[config.mk]
export PLATFORM = sky130hd
export DESIGN_NAME = rpn_divider
export DESIGN_NICKNAME = d
export VERILOG_FILES = /design/src/hw/rtl/rpn_pkg.sv /design/src/hw/rtl/rpn_divider.sv
export SDC_FILE = /design/constraint.sdc
export NUM_CORES = 1
export LEC_CHECK = 0
export ABC_CLOCK_PERIOD_IN_PS = 5450
export BUFFER_PORTS_ARGS = -buffer_cell sky130_fd_sc_hd__buf_2
export CAP_MARGIN = 15
export CELL_PAD_IN_SITES_DETAIL_PLACEMENT = 1
export CELL_PAD_IN_SITES_GLOBAL_PLACEMENT = 1
export CORE_ASPECT_RATIO = 0.6
export CORE_MARGIN = 8
export CORE_UTILIZATION = 27
export CTS_CLUSTER_SIZE = 28
export DETAILED_ROUTE_END_ITERATION = 8
export HOLD_SLACK_MARGIN = 0.05
export MAX_ROUTING_LAYER = met4
export PLACE_DENSITY = 0.54
export SETUP_SLACK_MARGIN = 0.4
export SKIP_CTS_REPAIR_TIMING = 1
export SLEW_MARGIN = 10
export SYNTH_ARGS = -nofsm -noshare
export SYNTH_HDL_FRONTEND = slang
export SYNTH_SLANG_ARGS = --single-unit
[constraint.sdc]
create_clock -name clock -period 5.45 [get_ports clock]
set_clock_uncertainty 0.2 [all_clocks]
set_input_delay 1.3625 -clock clock [delete_from_list [all_inputs] [get_ports clock]]
set_output_delay 1.3625 -clock clock [all_outputs]
set_load 0.03 [all_outputs]
[src/hw/rtl/rpn_pkg.sv]
// Package for the RPN stack calculator: types, opcodes, status codes, depth.
// No dependencies.
package rpn_pkg;
   localparam int StackDepth = 128;
   localparam int DepthW = $clog2(StackDepth + 1);
   localparam int CntW = 8;

   typedef enum logic [3:0] {
      KIND_PUSH = 4'd0, KIND_ADD = 4'd1, KIND_SUB = 4'd2, KIND_MUL = 4'd3,
      KIND_DIV = 4'd4, KIND_MOD = 4'd5, KIND_PEEK = 4'd6, KIND_DUP = 4'd7,
      KIND_SWAP = 4'd8, KIND_CLEAR = 4'd9, KIND_POP_SHOW = 4'd10
   } kind_type;

   typedef enum logic [2:0] {
      ST_OK = 3'd0, ST_FULL = 3'd1, ST_EMPTY = 3'd2, ST_DIVZERO = 3'd3,
      ST_SWAP = 3'd4, ST_SAT = 3'd5
   } status_type;

   // stack cell operations; the whole row shifts in lock step
   typedef enum logic [2:0] {
      CELL_HOLD, CELL_PUSH, CELL_POP, CELL_POP2_PUSH, CELL_SWAP
   } cell_op_type;

   typedef struct packed {
      cell_op_type op;
      logic [31:0] value;
   } cell_ctl_type;

   typedef enum logic [2:0] {
      S_IDLE, S_EXEC, S_MUL, S_DIV, S_FIN, S_OUT
   } state_type;

   function automatic logic [31:0] sat32(input logic signed [65:0] x, output logic sat);
      sat = 1'b0;
      if (x > 66'sh0_7FFF_FFFF) begin
         sat = 1'b1;
         return 32'h7FFF_FFFF;
      end
      if (x < -66'sh0_8000_0000) begin
         sat = 1'b1;
         return 32'h8000_0000;
      end
      return x[31:0];
   endfunction
endpackage

[src/hw/rtl/rpn_divider.sv]
// Restoring divider, one quotient bit per cycle, signed operands.
// Depends on rpn_pkg.
module rpn_divider import rpn_pkg::*; (
   input  logic               clock,
   input  logic               reset,
   input  logic               start,
   input  logic signed [63:0] dividend,
   input  logic signed [63:0] divisor,
   output logic               done,
   output logic signed [64:0] quotient,
   output logic signed [64:0] remainder
);
   logic [63:0] q_ff, q_in, d_ff, d_in;
   logic [64:0] r_ff, r_in, trial;
   logic [6:0]  cnt_ff, cnt_in;
   logic        busy_ff, busy_in, qneg_ff, qneg_in, rneg_ff, rneg_in;
   logic        done_ff;

   always_comb begin
      q_in = q_ff; d_in = d_ff; r_in = r_ff; cnt_in = cnt_ff;
      busy_in = busy_ff; qneg_in = qneg_ff; rneg_in = rneg_ff;
      trial = '0;
      if (start) begin
         q_in = dividend[63] ? 64'(-dividend) : dividend;
         d_in = divisor[63] ? 64'(-divisor) : divisor;
         r_in = '0;
         cnt_in = 7'd64;
         busy_in = 1'b1;
         qneg_in = dividend[63] ^ divisor[63];
         rneg_in = dividend[63];
      end else if (busy_ff) begin
         trial = {r_ff[63:0], q_ff[63]} - {1'b0, d_ff};
         if (!trial[64]) begin
            r_in = trial;
            q_in = {q_ff[62:0], 1'b1};
         end else begin
            r_in = {r_ff[63:0], q_ff[63]};
            q_in = {q_ff[62:0], 1'b0};
         end
         cnt_in = cnt_ff - 7'd1;
         if (cnt_ff == 7'd1) busy_in = 1'b0;
      end
   end

   always_ff @(posedge clock) begin
      if (reset) begin
         busy_ff <= 1'b0;
         cnt_ff <= '0;
         done_ff <= 1'b0;
      end else begin
         busy_ff <= busy_in;
         cnt_ff <= cnt_in;
         done_ff <= busy_ff && (cnt_ff == 7'd1);
      end
      q_ff <= q_in; d_ff <= d_in; r_ff <= r_in;
      qneg_ff <= qneg_in; rneg_ff <= rneg_in;
   end

   // one-cycle pulse, results stable from here until the next start
   assign done = done_ff;
   assign quotient = qneg_ff ? -$signed({1'b0, q_ff}) : $signed({1'b0, q_ff});
   assign remainder = rneg_ff ? -$signed(r_ff) : $signed(r_ff);
endmodule

==> flow_summary.yaml <==
synthesis:
  synth_fp_nets: 2181
  syn-mean-instance-area_sq_um: 8.43
  post-synth-top-area-fraction_pct: 23.4
  synth_async_sr_flop_share_pct: 0
  netlist_instances: 1978
  synth.distinct_cells: 69
  yosys-top-cells-area: "sky130_fd_sc_hd__edfxtp_1 23%, sky130_fd_sc_hd__xnor2_1 11%, sky130_fd_sc_hd__dfxtp_1 8.9%"
  ys.flop_type: "sky130_fd_sc_hd__edfxtp_1"
  synthesis.yosys.warnings: 0
  netlist_area_sq_um: 16700
  synth.most_common_cell: "sky130_fd_sc_hd__xnor2_1"
  synth.yosys.seq_area_share_pct: 32.3
  number_of_enable_type_register_cells_in_the_synthesized_netlist: 130
  synth_common_cells: "218 x sky130_fd_sc_hd__xnor2_1, 168 x sky130_fd_sc_hd__nor2_1, 168 x sky130_fd_sc_hd__o21ai_0"
  synth.ff_latch_count: 204
  synth.largest_area_cell: "sky130_fd_sc_hd__edfxtp_1"
cells_and_area:
  register_area_sq_um: 5390
  final.fill_count: 7163
  finalCoreUtilization_pct: 35.7
  syn2layout_area_growth_pct: 30.4
  multi_input_comb_area_sq_um: 11400
  drive_above_1_share_pct: 24.8
  final_net_count: 2498
timing:
  finalMaxSlewViolations: 0
  unrepaired_setup_endpoints_after_global_routing: "true"
  setup_viol_count_final: 31
  timing.final.crit_period_ps: 6200
  timing.fmax_mhz: 161
  tns_ps: -10250
  timing.slew.headroom_pct: 8.20
  post-route-period-util_pct: 114
  final.hold.worst_slack_ps: 318
  worstMarginPinSlew_ps: 1380
  worst_slack_ps: -748
  timing.final.hold_violations: 0
setup_path:
  worst_reg2reg_endpoint: "r_ff[58]$_SDFFE_PP0P_"
  crit_path_end_kind: "output port"
  rr_worst_depth: 20
  required_time_worst_endpoint_ps: 3890
  r2r_setup_slack_ps: 710
  data_arrival_critical_path_ps: 4640
  largest_fanout_on_the_critical_path: 4
  path_cells: "or4_4 > or3_4 > or3_4 > or3_4 > nand2b_4 > or3_4 > or3_4 > or4_4 > buf_4 > o21ai_2 > xnor2_2 > buf_6"
  setup.worst_path.class: "register to output port"
  cp_slowest_stage_delay_ps: 540
  worst-path-buf-inv: 2
  crit-reg2reg-launch: "q_ff[63]$_DFFE_PP_"
  worst_path_most_repeated_cell: "sky130_fd_sc_hd__or3_4"
  kind_of_start_point_of_the_critical_path: "register"
  cpMaxStageDelayCell: "sky130_fd_sc_hd__or4_4"
  critical_path.top_delay_family: "simple AND/OR/NAND/NOR gates"
global_routing:
  grtUsageTotal_pct: 19.0
  grt_overflow_total: 0
  grt_max_degree: 120
  grt_pass1_vias: 16635
  grt_first_pass_wirelength_um: 103000
  antenna_found_initial: 3
routing:
  vias_per_cell: 5.19
  route.antenna.remaining_nets: 0
  met3RoutedLength_um: 3620
  final_wirelength_um: 68800
  post_drt_wl_per_cell_um: 21.9
  number_of_remaining_drc_errors: 0
  routed.top_layer: "met4"
  detailed_routing_iteration_count_for_the_pre_antenna_repair_pass: 5
  vias: 16335
  drt-initial-drc-count: 998
  wl_met2_um: 28900
  drt-met1-wl_um: 35200
outcome:
  failed_checks: "setup timing"
  status: "finished with violations"
placement:
  pre_cts_ws_ps: -364
  hpwlAfterDp_um: 54100
  gp_routability_congestion: 0.878
  place.port_buffers: 261
power_and_ir_drop:
  power.total_w: 0.00581
  total_leakage_power_nw: 8.42
  ir_worst_vdd_mv: 0.156
  power-per-cell-area_nw_per_um2: 267
worst_hold_path:
  worst_hold_startpoint: "cnt_ff[1]$_SDFFE_PP0P_"
  hold_end: "cnt_ff[1]$_SDFFE_PP0P_"
  hold_path.class: "register to register"
  holdPathStages: 2
clocking:
  clock_tree_from_tritoncts: "done"
  clk_pin_slew_ps: 50
  ctsRootBufferMaster: "sky130_fd_sc_hd__clkbuf_16"
  clock-sinks: 204
  tritoncts.num_buffers: 27
  clock_latency_reported_for_the_late_side_of_the_worst_skew_pair_ps: 570
  h_tree_depth_reported_by_cts: 1
  cts_max_path_buffers: 3
die:
  initial_core_util_pct: 27.4
  top_level_ports: 262
  die_h_um: 208
  die_w_um: 337
  design.core.area_sq_um: 61000
  design.die.area_sq_um: 70200
  num_rows: 70
flow_run:
  maxCapViolations: 0
-- routing by layer --
layer	vias up	track usage, %
met1	8062	28.2
met4	0	3.15
met2	340	26.7
met3	58	3.58
li1	7875	-
met5	-	-
-- where the power goes --
part,switching [W],leakage (nW),internal (W)
logic,0.00133,6.13,0.000777
registers,0.000131,1.88,0.00181
clock network,0.000755,0.407,0.00101
-- how the worst max path moves through the flow --
stage | startpoint | end | depth (start not counted)
floorplan | q_ff[9]$_DFFE_PP_ | quotient[53] | 11
global placement | q_ff[4]$_DFFE_PP_ | quotient[53] | 11
detailed placement | q_ff[4]$_DFFE_PP_ | quotient[57] | 11
CTS | q_ff[4]$_DFFE_PP_ | quotient[53] | 11
global route | q_ff[4]$_DFFE_PP_ | quotient[57] | 12
finish | q_ff[9]$_DFFE_PP_ | quotient[63] | 12
-- cell usage in the layout, fill, tap and decap left out, types with 19 or more instances in the layout --
| cell | Yosys | layout |
|---|---|---|
| sky130_fd_sc_hd__a211oi_1 | 32 | 31 |
| sky130_fd_sc_hd__a21o_1 | 24 | 24 |
| sky130_fd_sc_hd__a21oi_1 | 153 | 153 |
| sky130_fd_sc_hd__a22oi_1 | 27 | 27 |
| sky130_fd_sc_hd__buf_2 | 0 | 205 |
| sky130_fd_sc_hd__buf_4 | 2 | 134 |
| sky130_fd_sc_hd__buf_6 | 1 | 44 |
| sky130_fd_sc_hd__clkbuf_16 | 0 | 27 |
| sky130_fd_sc_hd__dfxtp_1 | 74 | 71 |
| sky130_fd_sc_hd__edfxtp_1 | 130 | 130 |
| sky130_fd_sc_hd__ha_1 | 71 | 71 |
| sky130_fd_sc_hd__inv_1 | 97 | 96 |
| sky130_fd_sc_hd__mux2i_1 | 25 | 25 |
| sky130_fd_sc_hd__nand2_1 | 137 | 129 |
| sky130_fd_sc_hd__nand2b_1 | 20 | 19 |
| sky130_fd_sc_hd__nand4_1 | 31 | 31 |
| sky130_fd_sc_hd__nor2_1 | 168 | 164 |
| sky130_fd_sc_hd__nor3_1 | 25 | 22 |
| sky130_fd_sc_hd__o21ai_0 | 168 | 143 |
| sky130_fd_sc_hd__o31ai_1 | 78 | 66 |
| sky130_fd_sc_hd__o41ai_1 | 33 | 27 |
| sky130_fd_sc_hd__or3_1 | 45 | 40 |
| sky130_fd_sc_hd__or4_1 | 36 | 30 |
| sky130_fd_sc_hd__xnor2_1 | 218 | 190 |
| sky130_fd_sc_hd__xnor2_2 | 0 | 25 |
| sky130_fd_sc_hd__xor2_1 | 91 | 88 |
-- metrics by stage --
stage	cell area [sq um]	instances
global placement	19600	3068
CTS	20400	3117
detailed placement	19600	3068
floorplan	16800	1978
global route	21700	3145
finish	21700	3145
-- kinds of logic after synthesis --
kind of cell	count (synthesis)	synth area share (%)
compound gates	599	22.8
mux	26	1.57
buf+inv	205	4.71
flops	204	32.3
simple gates	563	17.0
xor+xnor	309	16.2
fa+ha+maj	72	5.45
-- worst min-delay path, cell delays in order (launching register included) --
cell and delay (ps):
sky130_fd_sc_hd__dfxtp_1 330, sky130_fd_sc_hd__nor2_1 90, sky130_fd_sc_hd__a211oi_1 50
-- sequential cells by signal, indices dropped and copies added, names as in the netlist --
name,cells
qneg_ff,1
cnt_ff,7
busy_ff,1
d_ff,64
q_ff,64
rneg_ff,1
r_ff,65
done,1
-- area by class of cell --
class                      count  share of cell area [%]
clock inverter                10                   0.357
inverter                      97                    1.68
tap                          828                    4.77
timing repair buffer         396                    12.5
sequential                   204                    24.8
clock buffer                  39                    3.50
antenna                        2                  0.0230
multi-input combinational   1569                    52.4
No activity file was read; power rests on OpenSTA's default activity.
