<file path="src/hw/rtl/rpn_pkg.sv">
// Package for the RPN stack calculator: types, opcodes, status codes, depth.
// No dependencies.
package rpn_pkg;
   localparam int StackDepth = 128;
   localparam int DepthW = $clog2(StackDepth + 1);
   localparam int CntW = 8;

   typedef enum logic [3:0] {
      KIND_PUSH = 4'd0, KIND_ADD = 4'd1, KIND_SUB = 4'd2, KIND_MUL = 4'd3,
      KIND_DIV = 4'd4, KIND_MOD = 4'd5, KIND_PEEK = 4'd6, KIND_DUP = 4'd7,
      KIND_SWAP = 4'd8, KIND_CLEAR = 4'd9, KIND_POP_SHOW = 4'd10
   } kind_type;

   typedef enum logic [2:0] {
      ST_OK = 3'd0, ST_FULL = 3'd1, ST_EMPTY = 3'd2, ST_DIVZERO = 3'd3,
      ST_SWAP = 3'd4, ST_SAT = 3'd5
   } status_type;

   // stack cell operations; the whole row shifts in lock step
   typedef enum logic [2:0] {
      CELL_HOLD, CELL_PUSH, CELL_POP, CELL_POP2_PUSH, CELL_SWAP
   } cell_op_type;

   typedef struct packed {
      cell_op_type op;
      logic [31:0] value;
   } cell_ctl_type;

   typedef enum logic [2:0] {
      S_IDLE, S_EXEC, S_MUL, S_DIV, S_FIN, S_OUT
   } state_type;

   function automatic logic [31:0] sat32(input logic signed [65:0] x, output logic sat);
      sat = 1'b0;
      if (x > 66'sh0_7FFF_FFFF) begin
         sat = 1'b1;
         return 32'h7FFF_FFFF;
      end
      if (x < -66'sh0_8000_0000) begin
         sat = 1'b1;
         return 32'h8000_0000;
      end
      return x[31:0];
   endfunction
endpackage

</file>
<file path="src/hw/rtl/rpn_cell.sv">
// One stack cell: holds one entry and trades with its neighbors.
// Depends on rpn_pkg.
module rpn_cell import rpn_pkg::*; (
   input  logic         clock,
   input  cell_ctl_type ctl,
   input  logic [31:0]  above_val,   // cell i-1 (nearer top)
   input  logic [31:0]  below_val,   // cell i+1
   input  logic         is_top,
   input  logic         is_second,
   output logic [31:0]  val
);
   logic [31:0] val_ff, val_in;

   always_comb begin
      val_in = val_ff;
      case (ctl.op)
         CELL_PUSH: val_in = is_top ? ctl.value : above_val;
         CELL_POP: val_in = below_val;
         CELL_POP2_PUSH: val_in = is_top ? ctl.value : below_val;
         CELL_SWAP: begin
            if (is_top) val_in = below_val;
            else if (is_second) val_in = above_val;
         end
         default: val_in = val_ff;
      endcase
   end

   always_ff @(posedge clock) begin
      val_ff <= val_in;
   end

   assign val = val_ff;
endmodule

</file>
<file path="config.mk">
export PLATFORM = sky130hd
export DESIGN_NAME = rpn_cell
export DESIGN_NICKNAME = d
export VERILOG_FILES = /design/src/hw/rtl/rpn_pkg.sv /design/src/hw/rtl/rpn_cell.sv
export SDC_FILE = /design/constraint.sdc
export NUM_CORES = 1
export LEC_CHECK = 0
export BUFFER_PORTS_ARGS = -buffer_cell sky130_fd_sc_hd__buf_2
export CAP_MARGIN = 15
export CORE_ASPECT_RATIO = 1.25
export CORE_UTILIZATION = 40
export CTS_BUF_LIST = sky130_fd_sc_hd__clkbuf_16
export CTS_CLUSTER_DIAMETER = 40
export DETAILED_ROUTE_END_ITERATION = 8
export GPL_TIMING_DRIVEN = 0
export HOLD_SLACK_MARGIN = 0.03
export PLACE_DENSITY = 0.69
export REMOVE_ABC_BUFFERS = 1
export SYNTH_ARGS = -nofsm -noshare
export SYNTH_HDL_FRONTEND = slang
export SYNTH_SLANG_ARGS = --single-unit
</file>
<file path="constraint.sdc">
create_clock -name clock -period 3.5 [get_ports clock]
set_clock_uncertainty 0.2 [all_clocks]
set_input_delay 0.35 -clock clock [delete_from_list [all_inputs] [get_ports clock]]
set_output_delay 0.35 -clock clock [all_outputs]
set_load 0.01 [all_outputs]
</file>
==> results by group, run 1 <==
Power
  – NetSw: 389 uW
  – Worst VDD drop: 0.198 mV
  – Share of power burned in registers: 0.379
  – Pint: 922 uW
  – Power, Total: 1.31 mW
  – PD cells: 349 nW/um^2
  – Comb power frac: 0.303
  – Leak: 1.55 nW
  – Clock network power share: 0.317
  – Sw frac: 0.297

CTS
  – H-tree depth: 2
  – # clock sinks: 32
  – Post-CTS sizing: 0
  – Root Buffer: clkbuf_16
  – CTS clock-pin slew for the worst setup and hold paths: 0.06 ns
  – Buffer count from post-CTS setup fixing: 0
  – Hold buffer count at cts: 0
  – TritonCTS clock tree: yes
  – CTS Buf Count: 5
  – CTS Buffer Depth: 2

Cells and area
  – Layout area overhead: 24.6%
  – Largest register FFs: 32
  – Register Area: 961 um^2
  – Layout fillers: 708
  – Antenna cells: 0
  – Finished Cell Area: 3750 um^2
  – Fin nets: 501
  – Layout cells sized above 1: 0.520
  – Multi-input gate area: 1830 um^2

Setup path
  – Req. time, crit path: 3.28 ns
  – Setup CP Type: input pin to flip-flop
  – Critical path, cell by cell: buf_2 > nor2b_4 > a21o_1 > o221ai_1
  – Max Fanout on Critical Path: 33
  – Setup crit start kind: input pin
  – WP data arrival: 2.22 ns
  – Crit path capture type: flip-flop
  – CP top delay family: simple AND/OR/NAND/NOR gates
  – CP Buf/Inv Count: 1
  – Setup crit start: ctl[33]
  – Crit-path max cell delay: 0.81 ns
  – CP max-delay cell: nor2b_4

Route
  – WL/cell: 18.0 um
  – Via density: 5.91
  – Pre-antenna DRT Iters: 4
  – DRT iter0 DRCs: 100
  – Total wire length: 8840 um
  – # DRC: 0
  – Final antenna-violating net count: 0
  – DR vias: 2906

STA
  – Tcrit/Tclk final: 0.697
  – Crit path time final: 2.44 ns
  – Tightest Pin Transition: 1.02 ns
  – Max_slew headroom: 0.319
  – Max Freq: 410 MHz
  – Post-route setup slack: 1.06 ns
  – Max-slew violations: 0
  – Final setup viols: 0
  – RSZ-0062 raised after global routing: no
  – Final Hold Violating Endpoints: 0

Die
  – Num ports: 134
  – Die Y: 99.0 um
  – Die area: 7890 um^2
  – Core Box Area: 7310 um^2
  – Initial core utilization: 0.412
  – Die Wd: 79.6 um
  – Row count: 35

Hold path
  – Hold Crit Class: input pin to flip-flop
  – Min-Delay Endpoint: val[1]
  – Worst hold path depth: 3
  – Min-delay src: above_val[1]

Synthesis
  – Post-synth cell types: 27
  – Post-Syn Area: 3010 um^2
  – Syn_area_per_cell: 10.2 um^2
  – Gate Count Post-Synth: 295
  – Ys async rst share: 0
  – Yosys reg bits: 32
  – Top cell type by total area after synthesis: edfxtp_1
  – Post-synth EDFFs: 32
  – Post-synth top area share: 0.319
  – Prevailing post-synth register cell: edfxtp_1
  – Synth top cells by count: edfxtp_1, o221ai_1, a211oi_2
  – Most common cell in the synthesized netlist: edfxtp_1
  – Yosys warnings: 0
  – Share of the yosys chip area belonging to registers: 0.319
  – Top area cells in the synthesized netlist: edfxtp_1, a211oi_2, o221ai_1

Place
  – Pre-CTS WS: 0.716 ns
  – Estimated wirelength of the detail-placed design: 5620 um
  – Dpl cell area: 3620 um^2
  – Final Wtd Congestion: 0.742
  – Number of port buffers: 133

Job
  – Max-cap viol count: 0

GRT
  – Vias in the first global route: 2827
  – Largest net degree at the start of global routing: 60
  – Total track usage: 0.223
  – Grt ovf: 0
  – Initial antenna violation count: 0
  – First-pass GRT wire length: 13800 um

Run status
  – Status: finished, final reports clean
## power by group through the flow
| stage | Clock [mW] | Sequential, mW | Combinational, mW |
|---|---|---|---|
| 6_report | 0.416 | 0.497 | 0.397 |
| 5_1_grt | 0.435 | 0.502 | 0.433 |
| 4_1_cts | 0.424 | 0.498 | 0.399 |
| 3_5_place_dp | 0 | 0.505 | 0.398 |
| 3_3_place_gp | 0 | 0.507 | 0.380 |
| 2_1_floorplan | 0 | 0.538 | 0.167 |
## layout by cell type (no fill, tap or decap)
| master | n |
|---|---|
| o221ai_1 | 27 |
| mux2_2 | 9 |
| nand2_4 | 1 |
| and3_1 | 23 |
| nor2_1 | 1 |
| buf_12 | 1 |
| and3b_1 | 1 |
| mux2i_1 | 18 |
| a2bb2oi_1 | 9 |
| edfxtp_1 | 32 |
| nand2b_2 | 2 |
| clkbuf_16 | 5 |
| o211ai_1 | 1 |
| buf_16 | 1 |
| or3_1 | 23 |
| nor2b_4 | 1 |
| or2_2 | 23 |
| buf_2 | 132 |
| inv_1 | 2 |
| a211oi_1 | 21 |
| a211oi_2 | 25 |
| nor3_1 | 23 |
| nand2_1 | 9 |
| clkinv_1 | 1 |
| a21o_1 | 1 |
| o221ai_2 | 5 |
| o21ai_4 | 2 |
| buf_4 | 1 |
## cell type report
cell class,count,share of cell area
well taps,92,0.0307
multi-input cells,225,0.486
clock inverters,3,0.00300
clock buffers,5,0.0333
repair buffers,135,0.191
flip-flops and latches,32,0.256
## stage by stage
step	hold WS [ns]	instances	utilization	TNS, ns
global placement	0.534	482	0.485	-78.68
CTS	0.240	492	0.513	0
floorplan	0.362	257	-	0
detailed placement	0.523	484	0.495	0
global route	0.244	492	0.513	0
finish	0.245	492	0.513	0
## cell families after synthesis
group | share of synthesized area
simple gates | 0.208
buf+inv | 0.0814
compound gates | 0.298
flops | 0.319
mux | 0.0934
## worst max path at each step
stage / end / cells past startpoint
global placement: val[23] / 3
global route: val[19] / 4
floorplan: val[0] / 2
finish: val[20] / 4
detailed placement: val[22] / 4
CTS: val[14] / 4
## metal layers
metal	up-vias	share of wire	routed length, um	track usage
li1	1405	-	-	-
met1	1407	0.43	3790	0.276
met2	92	0.51	4540	0.396
met3	2	0.053	465	0.0343
met4	0	0.0054	48	0.0615
met5	-	0	0	0
## worst min-delay path: cells and delay by family
kind                   cells  cell delay (ns)
and+or+nand+nor            1             0.04
AOI/OAI and AO/OA          1             0.13
buffers and inverters      1             0.07
No activity file was read; power rests on OpenSTA's default activity.
==> run 2: changes to the inputs <==
Clock period 3.5 ns to 2.2 ns, I/O delays scaled along.
==> run 2 against run 1 <==
Design area is 0.43% higher. Sequential share of layout area decreased by 0.11 points. Utilization rose by 0.22 points. Wire length rose by 1.7%. Die area unchanged. First-iteration DRC count is 5.0% higher. Combinational power is 60% higher. Sequential power is 59% higher. Clock power rose by 59%. Clock-buffer cell count unchanged. Flip-flop and latch count stayed put. Cell count rose by 0.20%. Critical path type unchanged. Largest cell class unchanged.
==> results by group, run 2 (synthesis gave the netlist of run 1 again) <==
Route
  – # DRC: 0
  – WL/cell: 18.2 um
  – Pre-antenna DRT Iters: 4
  – Final antenna-violating net count: 0
  – DRT iter0 DRCs: 105
  – Via density: 5.95
  – Total wire length: 8990 um
  – DR vias: 2932

Hold path
  – Min-delay src: above_val[1]
  – Min-Delay Endpoint: val[1]
  – Hold Crit Class: input pin to flip-flop
  – Worst hold path depth: 3

STA
  – Setup TNS: 0 ns
  – Final setup viols: 0
  – Max Freq: 485 MHz
  – Hold Slack: 0.114 ns
  – Max-slew violations: 0
  – RSZ-0062 raised after global routing: no
  – Final Hold Violating Endpoints: 0
  – Tightest Pin Transition: 0.843 ns
  – Tcrit/Tclk final: 0.937
  – Crit path time final: 2.06 ns
  – Max_slew headroom: 0.435

Setup path
  – Req. time, crit path: 2.00 ns
  – WP data arrival: 1.86 ns
  – Crit-path max cell delay: 0.58 ns
  – Setup CP Type: input pin to flip-flop
  – CP max-delay cell: nor2b_4
  – Max Fanout on Critical Path: 30
  – Crit path capture type: flip-flop
  – Setup crit start kind: input pin
  – Critical path, cell by cell: buf_2 > nor2b_4 > a21o_1 > o221ai_1

CTS
  – CTS clock-pin slew for the worst setup and hold paths: 0.06 ns
  – Root Buffer: clkbuf_16
  – # clock sinks: 32
  – H-tree depth: 2
  – CTS Buf Count: 5
  – Buffer count from post-CTS setup fixing: 0
  – CTS Buffer Depth: 2
  – TritonCTS clock tree: yes

Cells and area
  – Layout fillers: 705
  – Commonest cells after routing, fill and taps aside: buf_2, edfxtp_1, o221ai_1
  – Antenna cells: 0
  – Layout cells sized above 1: 0.521
  – Fin nets: 502
  – Commonest non-fill, non-tap cell in the layout: buf_2
  – Layout area overhead: 25.1%
  – Final Core Density: 0.515
  – Largest register FFs: 32

Power
  – Power, Total: 2.09 mW
  – Worst VDD drop: 0.317 mV
  – Leak: 1.56 nW
  – PD cells: 554 nW/um^2

GRT
  – First-pass GRT wire length: 13900 um
  – Largest net degree at the start of global routing: 60
  – Vias in the first global route: 2834
  – Grt ovf: 0
  – Total track usage: 0.227
  – Initial antenna violation count: 0

Place
  – Estimated wirelength of the detail-placed design: 5620 um
  – Final Wtd Congestion: 0.742
  – Number of port buffers: 133

Run status
  – Status: finished, final reports clean

Die
  – Die area: 7890 um^2
  – Initial core utilization: 0.412
  – Die Wd: 79.6 um
  – Core Box Area: 7310 um^2
  – Row count: 35
  – Die Y: 99.0 um
  – Num ports: 134

Job
  – Max-cap viol count: 0
[run 2: cell types whose count changed in the layout (fill, tap and decap cells not counted)]
cell	previous run	this run
buf_2	132	131
buf_4	1	2
nand2b_4	0	1
nor2b_2	0	1
nand2b_2	2	1
[run 2: layout make-up]
| type | instances | area (um^2) | area share |
|---|---|---|---|
| Timing Repair Buffer | 135 | 718 | 0.191 |
| Multi-Input combinational cell | 226 | 1840 | 0.488 |
| Clock buffer | 5 | 125 | 0.0332 |
| Clock inverter | 3 | 11.3 | 0.00299 |
| Tap cell | 92 | 115 | 0.0305 |
| Sequential cell | 32 | 961 | 0.255 |
[run 2: timing repair]
action	CTS	global route
endpoints found under the setup margin	26	9
gates resized for setup	1	1
hold endpoints to repair	0	0
hold buffers	0	0
gates cloned	1	0
[run 2: per-stage QoR]
| stage | std cells | instance area, um^2 | worst slack, ns |
|---|---|---|---|
| floorplan | 257 | 2770 | -1.02 |
| global placement | 482 | 3550 | -3.39 |
| detailed placement | 484 | 3620 | -0.454 |
| CTS | 493 | 3760 | 0.0939 |
| global route | 493 | 3770 | 0.0244 |
| finish | 493 | 3770 | 0.139 |
[run 2: worst max path at each step]
stage	end	start	slack, ns	cells after the start
floorplan	val[0]	ctl[32]	-1.02	2
global placement	val[23]	ctl[32]	-3.39	3
detailed placement	val[22]	ctl[33]	-0.45	4
CTS	val[4]	ctl[34]	0.09	4
global route	val[19]	is_top	0.02	5
finish	val[20]	ctl[33]	0.14	4
[run 2: where the power goes]
| part | internal, mW | total (mW) | switching [mW] |
|---|---|---|---|
| logic | 0.287 | 0.637 | 0.350 |
| clock network | 0.407 | 0.661 | 0.254 |
| registers | 0.774 | 0.791 | 0.0173 |
[run 2: metal layers]
layer	vias to the layer above	wire (um)	global-route usage
li1	1406	-	-
met1	1421	3810	0.281
met2	103	4600	0.402
met3	2	533	0.0343
met4	0	48	0.0615
met5	-	0	0
[run 2: worst max-delay path: cells and delay by family]
| family | cells | cell delay [ns] |
|---|---|---|
| and+or+nand+nor | 1 | 0.58 |
| buffers and inverters | 1 | 0.46 |
| AOI/OAI and AO/OA | 2 | 0.58 |
==> run 3: changes to the inputs <==
Settings changed: PLACE_DENSITY 0.69 to not set, PLACE_DENSITY_LB_ADDON set to 0.15.
==> run 3 against run 2 <==
Wire length down 1.4%. First-iteration DRC count is 21% higher. Sequential power is essentially flat. Highest routed layer unchanged.
==> results by group, run 3 (synthesis gave the netlist of run 1 again) <==
Run status
  – Status: finished, final reports clean

Setup path
  – Critical path, cell by cell: buf_2 > nand2b_2 > a211oi_1 > a211oi_2
  – WP data arrival: 1.84 ns
  – Req. time, crit path: 2.10 ns
  – Setup crit start kind: input pin
  – Crit path capture type: flip-flop
  – CP max-delay cell: nand2b_2
  – Setup CP Type: input pin to flip-flop
  – Max Fanout on Critical Path: 32
  – Crit-path max cell delay: 0.68 ns

STA
  – Final Hold Violating Endpoints: 0
  – Hold Slack: 0.115 ns
  – Tightest Pin Transition: 0.836 ns
  – RSZ-0062 raised after global routing: no
  – Final setup viols: 0
  – Max Freq: 516 MHz
  – Crit path time final: 1.94 ns
  – Max_slew headroom: 0.440
  – Tcrit/Tclk final: 0.880
  – Max-slew violations: 0

CTS
  – CTS Buf Count: 5
  – # clock sinks: 32
  – Hold buffer count at cts: 0
  – Root Buffer: clkbuf_16
  – H-tree depth: 2
  – CTS clock-pin slew for the worst setup and hold paths: 0.06 ns
  – CTS Buffer Depth: 2
  – TritonCTS clock tree: yes

Power
  – Leak: 1.58 nW
  – PD cells: 551 nW/um^2
  – Worst VDD drop: 0.317 mV

Cells and area
  – Final Core Density: 0.520
  – Commonest non-fill, non-tap cell in the layout: buf_2
  – Fin nets: 506
  – Final cell count without fillers: 496
  – Layout fillers: 693
  – Largest register FFs: 32
  – Commonest cells after routing, fill and taps aside: buf_2, edfxtp_1, o221ai_1
  – Layout cells sized above 1: 0.530
  – Layout area overhead: 26.3%
  – Antenna cells: 0

GRT
  – Vias in the first global route: 2949
  – Largest net degree at the start of global routing: 75
  – Grt ovf: 0
  – Initial antenna violation count: 0
  – First-pass GRT wire length: 14200 um
  – Total track usage: 0.230

Route
  – Via density: 5.86
  – WL/cell: 17.9 um
  – Total wire length: 8860 um
  – Met3 WL: 609 um
  – Final antenna-violating net count: 0
  – WL met1: 3690 um
  – DRT iter0 DRCs: 127
  – Top sig layer: met4
  – # DRC: 0
  – DR vias: 2908
  – Met2 Routed Length: 4520 um
  – Pre-antenna DRT Iters: 6

Hold path
  – Worst hold path depth: 3
  – Min-delay src: above_val[3]
  – Hold Crit Class: input pin to flip-flop
  – Min-Delay Endpoint: val[3]

Die
  – Num ports: 134
  – Core Box Area: 7310 um^2
  – Die Wd: 79.6 um
  – Die area: 7890 um^2
  – Initial core utilization: 0.412
  – Row count: 35
  – Die Y: 99.0 um

Place
  – Number of port buffers: 133
  – Final Wtd Congestion: 0.710
  – Cells after DPL: 484
  – Estimated wirelength of the detail-placed design: 5540 um

Job
  – Max-cap viol count: 0
## run 3: cell types whose count changed in the layout (fill, tap and decap cells not counted)
cell and change:
buf_16 +1, clkinv_1 -1, buf_4 +4, clkinv_2 +1
buf_12 -1, inv_1 -1
## run 3: layout make-up
| cell class | instances | area, um^2 | area share |
|---|---|---|---|
| multi-input cells | 226 | 1840 | 0.483 |
| flip-flops and latches | 32 | 961 | 0.253 |
| well taps | 92 | 115 | 0.0303 |
| repair buffers | 139 | 756 | 0.199 |
| clock buffers | 5 | 125 | 0.0329 |
| clock inverters | 2 | 8.76 | 0.00230 |
## run 3: worst max path at each step
stage / end / startpoint / slack (ns) / depth (start not counted)
after floorplan: val[0] / ctl[32] / -1.02 / 2
after global placement: val[16] / ctl[32] / -3.46 / 3
after detailed placement: val[22] / ctl[33] / -0.48 / 4
after CTS: val[11] / ctl[34] / 0.09 / 4
after global routing: val[13] / ctl[33] / 0.16 / 4
final: val[11] / ctl[34] / 0.26 / 4
## run 3: per-layer routing
metal / up-vias / GRT usage
met1: 1374 / 0.274
met4: 0 / 0.0587
li1: 1418 / -
met2: 114 / 0.406
met5: - / 0
met3: 2 / 0.0593
## run 3: repair_timing
action / CTS / global route
endpoints found under the setup margin: 30 / 12
setup buffers: 0 / 4
resized for setup: 1 / 1
cloned: 1 / 0
## run 3: worst max-delay path, delay by kind of cell
family / cells / cell delay [ns]
AO/OA/AOI/OAI: 2 / 0.39
buffers and inverters: 1 / 0.52
AND/OR/NAND/NOR: 1 / 0.68
## run 3: power by group
| part | leakage [nW] | total (mW) | internal [mW] | switching, mW |
|---|---|---|---|---|
| combinational | 1.19 | 0.640 | 0.293 | 0.347 |
| clock | 0.0709 | 0.665 | 0.407 | 0.258 |
| sequential | 0.312 | 0.791 | 0.773 | 0.0175 |
## run 3: stage by stage
| step | setup TNS (ns) | instance area [um^2] | setup WS, ns | total power [mW] |
|---|---|---|---|---|
| 4_1_cts | 0 | 3770 | 0.0926 | 2.11 |
| 2_1_floorplan | -33.29 | 2770 | -1.02 | 1.12 |
| 3_5_place_dp | -15.17 | 3620 | -0.477 | 1.44 |
| 6_report | 0 | 3800 | 0.264 | 2.10 |
| 5_1_grt | 0 | 3800 | 0.156 | 2.20 |
| 3_3_place_gp | -157.98 | 3550 | -3.46 | 1.41 |
